$ cat config.mk
export PLATFORM = sky130hd
export DESIGN_NAME = clock_replacement_policy
export DESIGN_NICKNAME = d
export VERILOG_FILES = /design/src/rtl/core/crp_pkg.sv /design/src/rtl/core/crp_ram.sv /design/src/rtl/core/crp_ctrl.sv /design/src/rtl/core/crp_out.sv /design/src/rtl/core/clock_replacement_policy.sv
export VERILOG_INCLUDE_DIRS = /design/src /design/src/rtl/core
export SDC_FILE = /design/constraint.sdc
export NUM_CORES = 1
export LEC_CHECK = 0
export BUFFER_PORTS_ARGS = -buffer_cell sky130_fd_sc_hd__buf_2
export CORE_MARGIN = 2
export CORE_UTILIZATION = 32
export CTS_CLUSTER_SIZE = 40
export DETAILED_ROUTE_END_ITERATION = 8
export GPL_TIMING_DRIVEN = 0
export PLACE_DENSITY_LB_ADDON = 0.1
export SLEW_MARGIN = 30
export SYNTH_ARGS = -nofsm -noshare
export SYNTH_HDL_FRONTEND = slang
export SYNTH_SLANG_ARGS = --single-unit
$ cat constraint.sdc
create_clock -name clk_i -period 7.4 [get_ports clk_i]
set_input_delay 1.48 -clock clk_i [delete_from_list [all_inputs] [get_ports clk_i]]
set_output_delay 1.48 -clock clk_i [all_outputs]
set_load 0.03 [all_outputs]
$ cat src/rtl/core/clock_replacement_policy_defines.svh
// ----------------------------------------------------------------------------
// Clock replacement policy assertion macros
// Concurrent assertion helpers, empty when building for synthesis.
// ----------------------------------------------------------------------------
`ifndef CLOCK_REPLACEMENT_POLICY_DEFINES_SVH
`define CLOCK_REPLACEMENT_POLICY_DEFINES_SVH

`ifndef SYNTHESIS
// The property must hold at every clock edge outside reset.
`define CRP_ASSERT(lbl, clk, rst_n, prop) \
  lbl: assert property (@(posedge clk) disable iff (!rst_n) (prop)) \
    else $error("clock replacement policy assertion failed");
// The condition must never be true outside reset.
`define CRP_ASSERT_NEVER(lbl, clk, rst_n, cond) \
  lbl: assert property (@(posedge clk) disable iff (!rst_n) !(cond)) \
    else $error("clock replacement policy forbidden condition seen");
`else
`define CRP_ASSERT(lbl, clk, rst_n, prop)
`define CRP_ASSERT_NEVER(lbl, clk, rst_n, cond)
`endif

`endif

$ cat src/rtl/core/crp_pkg.sv
// ----------------------------------------------------------------------------
// Clock replacement policy package
// Request codes, frame entry layout and the result record.
// ----------------------------------------------------------------------------
package crp_pkg;

  localparam int unsigned FUNC_W  = 2;
  localparam int unsigned FRAME_W = 6;
  localparam int unsigned COUNT_W = 7;

  localparam logic [FUNC_W-1:0] FUNC_VICTIM = 2'd0;
  localparam logic [FUNC_W-1:0] FUNC_PIN    = 2'd1;
  localparam logic [FUNC_W-1:0] FUNC_UNPIN  = 2'd2;

  // Each frame entry holds a candidate bit and a reference bit.
  localparam int unsigned ENTRY_W  = 2;
  localparam int unsigned CAND_BIT = 1;
  localparam int unsigned REF_BIT  = 0;

  typedef struct packed {
    logic               victim_found;
    logic [FRAME_W-1:0] victim_frame;
    logic [COUNT_W-1:0] candidate_count;
  } result_t;

endpackage

$ cat src/rtl/core/crp_ram.sv
// ----------------------------------------------------------------------------
// Generic single-port-write RAM
// One write port and one read port with registered read data.
// ----------------------------------------------------------------------------
module crp_ram #(
  parameter int unsigned WIDTH = 2,
  parameter int unsigned DEPTH = 64
) (
  input  logic                     clk_i,
  input  logic                     we_i,
  input  logic [$clog2(DEPTH)-1:0] waddr_i,
  input  logic [WIDTH-1:0]         wdata_i,
  input  logic [$clog2(DEPTH)-1:0] raddr_i,
  output logic [WIDTH-1:0]         rdata_o
);

  logic [WIDTH-1:0] mem_q [DEPTH];
  logic [WIDTH-1:0] rdata_q;

  always_ff @(posedge clk_i) begin
    if (we_i) begin
      mem_q[waddr_i] <= wdata_i;
    end
    rdata_q <= mem_q[raddr_i];
  end

  assign rdata_o = rdata_q;

endmodule

$ cat src/rtl/core/crp_ctrl.sv
// ----------------------------------------------------------------------------
// Clock replacement controller
// Sequencer over the frame table: clearing pass, pin/unpin updates and the
// victim sweep of the hand, with the candidate count.
// ----------------------------------------------------------------------------
`include "clock_replacement_policy_defines.svh"

module crp_ctrl #(
  parameter int unsigned NUM_FRAMES = 64
) (
  input  logic                        clk_i,
  input  logic                        rst_ni,
  input  logic                        in_valid_i,
  output logic                        in_stall_o,
  input  logic [crp_pkg::FUNC_W-1:0]  func_i,
  input  logic [crp_pkg::FRAME_W-1:0] frame_id_i,
  input  logic                        out_free_i,
  output logic                        res_load_o,
  output crp_pkg::result_t            res_o
);

  localparam int unsigned AW = $clog2(NUM_FRAMES);
  localparam int unsigned CW = $clog2(NUM_FRAMES + 1);

  localparam logic [2:0] S_CLEAR = 3'd0;
  localparam logic [2:0] S_IDLE  = 3'd1;
  localparam logic [2:0] S_RESP  = 3'd2;
  localparam logic [2:0] S_RMW   = 3'd3;
  localparam logic [2:0] S_SWEEP = 3'd4;

  localparam logic [AW-1:0] LAST_FRAME = AW'(NUM_FRAMES - 1);

  logic [2:0]                 state_q, state_d;
  logic [AW-1:0]              hand_q, hand_d;
  logic [CW-1:0]              cnt_q, cnt_d;
  logic [AW-1:0]              clr_q, clr_d;
  logic [crp_pkg::FUNC_W-1:0] func_q, func_d;
  logic [AW-1:0]              fidx_q, fidx_d;

  logic                        ram_we;
  logic [AW-1:0]               ram_waddr;
  logic [crp_pkg::ENTRY_W-1:0] ram_wdata;
  logic [AW-1:0]               ram_raddr;
  logic [crp_pkg::ENTRY_W-1:0] ram_rdata;

  logic          hit_cand;
  logic          hit_ref;
  logic          frame_ok;
  logic [AW-1:0] hand_nxt;

  crp_ram #(
    .WIDTH (crp_pkg::ENTRY_W),
    .DEPTH (NUM_FRAMES)
  ) u_table (
    .clk_i   (clk_i),
    .we_i    (ram_we),
    .waddr_i (ram_waddr),
    .wdata_i (ram_wdata),
    .raddr_i (ram_raddr),
    .rdata_o (ram_rdata)
  );

  assign hit_cand   = ram_rdata[crp_pkg::CAND_BIT];
  assign hit_ref    = ram_rdata[crp_pkg::REF_BIT];
  assign frame_ok   = 32'(frame_id_i) < NUM_FRAMES;
  assign hand_nxt   = (hand_q == LAST_FRAME) ? '0 : hand_q + 1'b1;
  assign in_stall_o = (state_q != S_IDLE);

  always_comb begin
    state_d    = state_q;
    hand_d     = hand_q;
    cnt_d      = cnt_q;
    clr_d      = clr_q;
    func_d     = func_q;
    fidx_d     = fidx_q;
    ram_we     = 1'b0;
    ram_waddr  = hand_q;
    ram_wdata  = '0;
    ram_raddr  = hand_q;
    res_load_o = 1'b0;
    res_o      = '0;

    case (state_q)
      S_CLEAR: begin
        ram_we    = 1'b1;
        ram_waddr = clr_q;
        if (clr_q == LAST_FRAME) begin
          state_d = S_IDLE;
        end else begin
          clr_d = clr_q + 1'b1;
        end
      end

      S_IDLE: begin
        if (in_valid_i) begin
          func_d = func_i;
          fidx_d = AW'(frame_id_i);
          if (func_i == crp_pkg::FUNC_VICTIM) begin
            // The read of the hand entry is issued now and lands next cycle.
            state_d = (cnt_q == '0) ? S_RESP : S_SWEEP;
          end else if ((func_i inside {crp_pkg::FUNC_PIN, crp_pkg::FUNC_UNPIN})
                       && frame_ok) begin
            ram_raddr = AW'(frame_id_i);
            state_d   = S_RMW;
          end else begin
            state_d = S_RESP;
          end
        end
      end

      S_RESP: begin
        res_o.candidate_count = crp_pkg::COUNT_W'(cnt_q);
        if (out_free_i) begin
          res_load_o = 1'b1;
          state_d    = S_IDLE;
        end
      end

      S_RMW: begin
        // Re-reading the same entry keeps the read data steady while waiting.
        ram_raddr = fidx_q;
        if (out_free_i) begin
          ram_we    = 1'b1;
          ram_waddr = fidx_q;
          if (func_q == crp_pkg::FUNC_PIN) begin
            ram_wdata = '0;
            if (hit_cand) begin
              cnt_d = cnt_q - 1'b1;
            end
          end else begin
            ram_wdata[crp_pkg::CAND_BIT] = 1'b1;
            ram_wdata[crp_pkg::REF_BIT]  = 1'b1;
            if (!hit_cand) begin
              cnt_d = cnt_q + 1'b1;
            end
          end
          res_o.candidate_count = crp_pkg::COUNT_W'(cnt_d);
          res_load_o            = 1'b1;
          state_d               = S_IDLE;
        end
      end

      S_SWEEP: begin
        // One frame per cycle unless a found victim waits for the output: the
        // next entry is read while a referenced one is written back.
        if (!hit_cand) begin
          hand_d    = hand_nxt;
          ram_raddr = hand_nxt;
        end else if (hit_ref) begin
          ram_we                       = 1'b1;
          ram_waddr                    = hand_q;
          ram_wdata[crp_pkg::CAND_BIT] = 1'b1;
          hand_d                       = hand_nxt;
          ram_raddr                    = hand_nxt;
        end else if (out_free_i) begin
          ram_we                = 1'b1;
          ram_waddr             = hand_q;
          cnt_d                 = cnt_q - 1'b1;
          res_o.victim_found    = 1'b1;
          res_o.victim_frame    = crp_pkg::FRAME_W'(hand_q);
          res_o.candidate_count = crp_pkg::COUNT_W'(cnt_d);
          res_load_o            = 1'b1;
          state_d               = S_IDLE;
        end
      end

      default: begin
        state_d = S_IDLE;
      end
    endcase
  end

  always_ff @(posedge clk_i or negedge rst_ni) begin
    if (!rst_ni) begin
      state_q <= S_CLEAR;
      hand_q  <= '0;
      cnt_q   <= '0;
      clr_q   <= '0;
      func_q  <= crp_pkg::FUNC_VICTIM;
      fidx_q  <= '0;
    end else begin
      state_q <= state_d;
      hand_q  <= hand_d;
      cnt_q   <= cnt_d;
      clr_q   <= clr_d;
      func_q  <= func_d;
      fidx_q  <= fidx_d;
    end
  end

  `CRP_ASSERT(a_count_in_range, clk_i, rst_ni, cnt_q <= CW'(NUM_FRAMES))
  `CRP_ASSERT(a_evict_needs_candidate, clk_i, rst_ni,
              (res_load_o && res_o.victim_found) |-> (cnt_q != '0))
  `CRP_ASSERT_NEVER(a_load_into_busy_output, clk_i, rst_ni, res_load_o && !out_free_i)
  `CRP_ASSERT(a_count_changes_on_update, clk_i, rst_ni,
              (cnt_q != $past(cnt_q)) |-> ($past(state_q) == S_RMW
                                           || $past(state_q) == S_SWEEP))
  `CRP_ASSERT(a_no_request_during_clear, clk_i, rst_ni,
              (state_q == S_CLEAR) |=> (state_q == S_CLEAR || state_q == S_IDLE))

endmodule

$ cat src/rtl/core/crp_out.sv
// ----------------------------------------------------------------------------
// Clock replacement result register
// Holds one finished result until the receiver takes it.
// ----------------------------------------------------------------------------
module crp_out (
  input  logic                          clk_i,
  input  logic                          rst_ni,
  input  logic                          res_load_i,
  input  crp_pkg::result_t              res_i,
  output logic                          out_free_o,
  output logic                          out_valid_o,
  input  logic                          out_stall_i,
  output logic                          victim_found_o,
  output logic [crp_pkg::FRAME_W-1:0]   victim_frame_o,
  output logic [crp_pkg::COUNT_W-1:0]   candidate_count_o
);

  logic             valid_q;
  crp_pkg::result_t res_q;

  // The register can take a new result when empty or emptied this cycle.
  assign out_free_o = !valid_q || !out_stall_i;

  always_ff @(posedge clk_i or negedge rst_ni) begin
    if (!rst_ni) begin
      valid_q <= 1'b0;
    end else if (res_load_i) begin
      valid_q <= 1'b1;
    end else if (!out_stall_i) begin
      valid_q <= 1'b0;
    end
  end

  always_ff @(posedge clk_i) begin
    if (res_load_i) begin
      res_q <= res_i;
    end
  end

  assign out_valid_o       = valid_q;
  assign victim_found_o    = res_q.victim_found;
  assign victim_frame_o    = res_q.victim_frame;
  assign candidate_count_o = res_q.candidate_count;

endmodule

$ cat src/rtl/core/clock_replacement_policy.sv
// ----------------------------------------------------------------------------
// Clock replacement policy
// Second-chance frame replacement over a table of candidate/reference bits.
// ----------------------------------------------------------------------------
// Usage:
//   Requests enter on the input channel (in_valid_i/in_stall_o) with a kind
//   in func_i (victim, pin, unpin) and a frame in frame_id_i. Every request
//   produces exactly one transaction on the output channel
//   (out_valid_o/out_stall_i) carrying victim_found_o, victim_frame_o and
//   the candidate count left after the request.
//   Pin, unpin, unused kinds, out-of-range frames and a victim request with
//   no candidates pass through one response state (S_RMW or S_RESP), which
//   loads the result into the output register before returning to idle.
//   In a victim sweep the hand passes over at most 2 * NUM_FRAMES frames
//   before eviction. The frame table is one RAM with registered read data;
//   the sweep visits one frame per cycle while no found victim waits for
//   the output register, reading the next entry while writing back a
//   referenced current one. After reset the table is cleared one entry per
//   cycle, all NUM_FRAMES entries, during which in_stall_o is high.
//   A result waits in an output register while out_stall_i is high; the
//   block still accepts one further request and holds its result until the
//   output register frees up.
// ----------------------------------------------------------------------------
module clock_replacement_policy #(
  parameter int unsigned NUM_FRAMES = 64
) (
  input  logic                        clk_i,
  input  logic                        rst_ni,
  input  logic                        in_valid_i,
  output logic                        in_stall_o,
  input  logic [crp_pkg::FUNC_W-1:0]  func_i,
  input  logic [crp_pkg::FRAME_W-1:0] frame_id_i,
  output logic                        out_valid_o,
  input  logic                        out_stall_i,
  output logic                        victim_found_o,
  output logic [crp_pkg::FRAME_W-1:0] victim_frame_o,
  output logic [crp_pkg::COUNT_W-1:0] candidate_count_o
);

  logic             out_free;
  logic             res_load;
  crp_pkg::result_t res;

  crp_ctrl #(
    .NUM_FRAMES (NUM_FRAMES)
  ) u_ctrl (
    .clk_i      (clk_i),
    .rst_ni     (rst_ni),
    .in_valid_i (in_valid_i),
    .in_stall_o (in_stall_o),
    .func_i     (func_i),
    .frame_id_i (frame_id_i),
    .out_free_i (out_free),
    .res_load_o (res_load),
    .res_o      (res)
  );

  crp_out u_out (
    .clk_i             (clk_i),
    .rst_ni            (rst_ni),
    .res_load_i        (res_load),
    .res_i             (res),
    .out_free_o        (out_free),
    .out_valid_o       (out_valid_o),
    .out_stall_i       (out_stall_i),
    .victim_found_o    (victim_found_o),
    .victim_frame_o    (victim_frame_o),
    .candidate_count_o (candidate_count_o)
  );

endmodule
==> results.txt <==
Critical path data required time - 7720 ps
Chip Height - 167 um
Post-route cell area - 9690 sq um
Clock Tree Buf Depth - 2
Worst slew margin - 41.2%
EDFF count, synth - 142
Peak Freq - 234 MHz
Hold_buf cts - 0
Skew final - 20.8 ps
Ranking of synthesized cells by area - edfxtp_1 (50%), dfrtp_1 (9.2%), mux2i_1 (6.7%)
Area grow syn2layout - 14.5%
Root Driver - clkbuf_16
Vias per cell - 5.23
Top cells by count, synth - edfxtp_1 (142), nor2_1 (119), nand2_1 (58)
Fin cells - 1110
CTS sink count - 175
WL per Instance - 21.0 um
CP arrival - 4600 ps
Cell taking the most area after synthesis - edfxtp_1
Number of global-route vias before repair - 5834
Die area - 27700 sq um
Fraction of layout cells with a size suffix above 1 - 15.0%
Status - completed
Synth cell types - 68
CTS Buf Count - 17
Vias - 5807
Syn_area_per_cell - 11.9 sq um
Critical Path Fanout Max - 10
Power Total - 1.96 mW
Final setup vio count - 0
Routed wire length - 23300 um
Clock latency on the worst-skew pair - 440 ps
Post-synth top flop - edfxtp_1
Crit path kind - primary input to flip-flop
Final Hold Viols - 0
Setup Buffers After CTS - 0
Most repeated cell in the gate-level netlist after synthesis - edfxtp_1
Antenna fix cells - 0
Leak - 3.01 nW
Initial core utilization - 32.5%
Antenna violations before repair - 0
FFs w/ async S/R, synth - 17.7%
GR Util All Layers - 17.0%
R2R depth - 7
Power per cell area - 202 nW/um^2
Critical path endpoint category - flip-flop
Max Cap Violations - 0
Final ANT Viol Nets - 0
Num rows - 59
Cell area after synthesis - 8460 sq um
Startpoint types - primary input
DP Area - 9100 sq um
Violation count after the first detailed-route iteration - 476
Final min period - 4280 ps
Global route total overflow - 0
Seq/Total Area, Yosys - 60.1%
IO Pins - 28
Post-CTS Resized - 0
R2R Setup Slk - 3830 ps
Worst vdd ir - 0.123 mV
Worst hold-check path type - flip-flop to flip-flop
Final period utilization - 57.8%
First-pass GRT wire length - 35500 um
Synth top area share - 50.4%
Setup TNS - 0 ps
Syn nets - 731
Fin. max-slew vios - 0
RSZ-0062 raised after global routing - false
Worst-Margin Slew - 883 ps
Core area - 26000 sq um
TritonCTS clock tree - built
Hold Path End - u_ctrl.clr_q[5]
WHS Path Cells - 1
DRC viols - 0
Pin count of the biggest net entering global routing - 65
Final nets - 780
HPWL Detailed - 16200 um
RR Endpoint - u_ctrl.u_table.mem_q[59][0]
HP Start - u_ctrl.clr_q[5]
DRT Pass-1 Iters - 5
Clk pin slew, worst setup/hold paths - 80 ps
Placer Congestion - 0.842
Synth Register Bits - 175
Cells after Synth - 713
H-tree lvl count - 4
Reg-to-reg startpoint - u_ctrl.state_q[1]
Chip width - 167 um
PortBufs - 27
Yosys synthesis warning count - 0
Placed Cells - 1078
## where the power goes
part,switching [mW],internal [mW]
clock,0.442,0.455
sequential,0.0000000000000000159,1.05
combinational,0.00816,0.00400
total,0.450,1.51
## per-layer routing
metal  wire [um]  share of wire, %  track usage [%]
met1       10900                47             23.3
met2       11400                49             28.3
met3         817               3.5             3.09
met4         206              0.88             4.01
met5           0                 0                0
## worst max path at each step
stage	start	to	slack [ps]
global placement	out_stall_i	u_ctrl.u_table.mem_q[52][1]	260
global route	func_i[0]	u_ctrl.u_table.rdata_o[0]	2950
CTS	func_i[0]	u_ctrl.u_table.rdata_o[1]	3130
floorplan	out_stall_i	u_ctrl.u_table.mem_q[0][1]	3000
finish	func_i[0]	u_ctrl.u_table.rdata_o[0]	3120
detailed placement	func_i[0]	u_ctrl.u_table.rdata_o[1]	2660
## cells by family (layout without fill, tap and decap cells)
family	after synthesis	count (layout)	share of synthesized area (%)
fa+ha+maj	6	6	0.888
buf+inv	46	108	2.68
compound gates	123	123	10.3
xor+xnor	12	12	1.24
flops	175	175	60.1
mux	84	84	10.3
simple gates	267	267	14.5
## stage by stage
stage / hold WS, ps / setup slack [ps] / util, %
2_1_floorplan: 456 / 3000 / -
3_3_place_gp: 484 / 257 / 34.7
3_5_place_dp: 487 / 2660 / 35.0
4_1_cts: 502 / 3130 / 37.3
5_1_grt: 532 / 2950 / 37.3
6_report: 497 / 3120 / 37.3
## placed cells by master (no fill, tap or decap), types with 24 or more instances in the layout
| cell type | count |
|---|---|
| mux2i_1 | 57 |
| buf_2 | 39 |
| dfrtp_1 | 31 |
| mux2_2 | 24 |
| nand3_1 | 25 |
| a21oi_1 | 28 |
| edfxtp_1 | 142 |
| nor2_1 | 118 |
| nand2_1 | 58 |
## critical path: stages
cell	delay, ps
buf_2	70
inv_1	40
ha_1	310
and3b_1	170
clkbuf_1	210
o21ai_1	350
a311o_1	270
buf_2	340
buf_6	260
mux2i_1	370
a21oi_1	130
a211o_1	350
a21oi_1	150
nor3_1	80
## state kept, by name, indices dropped and copies added (netlist names)
signal	flops
u_ctrl.u_table.rdata_o	2
u_out.victim_found_o	1
u_ctrl.func_q	2
u_ctrl.state_q	3
u_ctrl.clr_q	6
u_ctrl.fidx_q	6
u_ctrl.u_table.mem_q	128
u_out.out_valid_o	1
u_ctrl.hand_q	6
u_out.candidate_count_o	7
u_out.victim_frame_o	6
u_ctrl.cnt_q	7
## final cells by class
type	instances	area [sq um]
multi-input cells	492	3170
fillers	2565	16300
clock buffers	17	425
clock inverters	15	159
flip-flops and latches	175	5080
plain buffers	37	193
well taps	335	419
inverters	9	33.8
repair buffers	30	205
(Power assumes the default switching activity.)
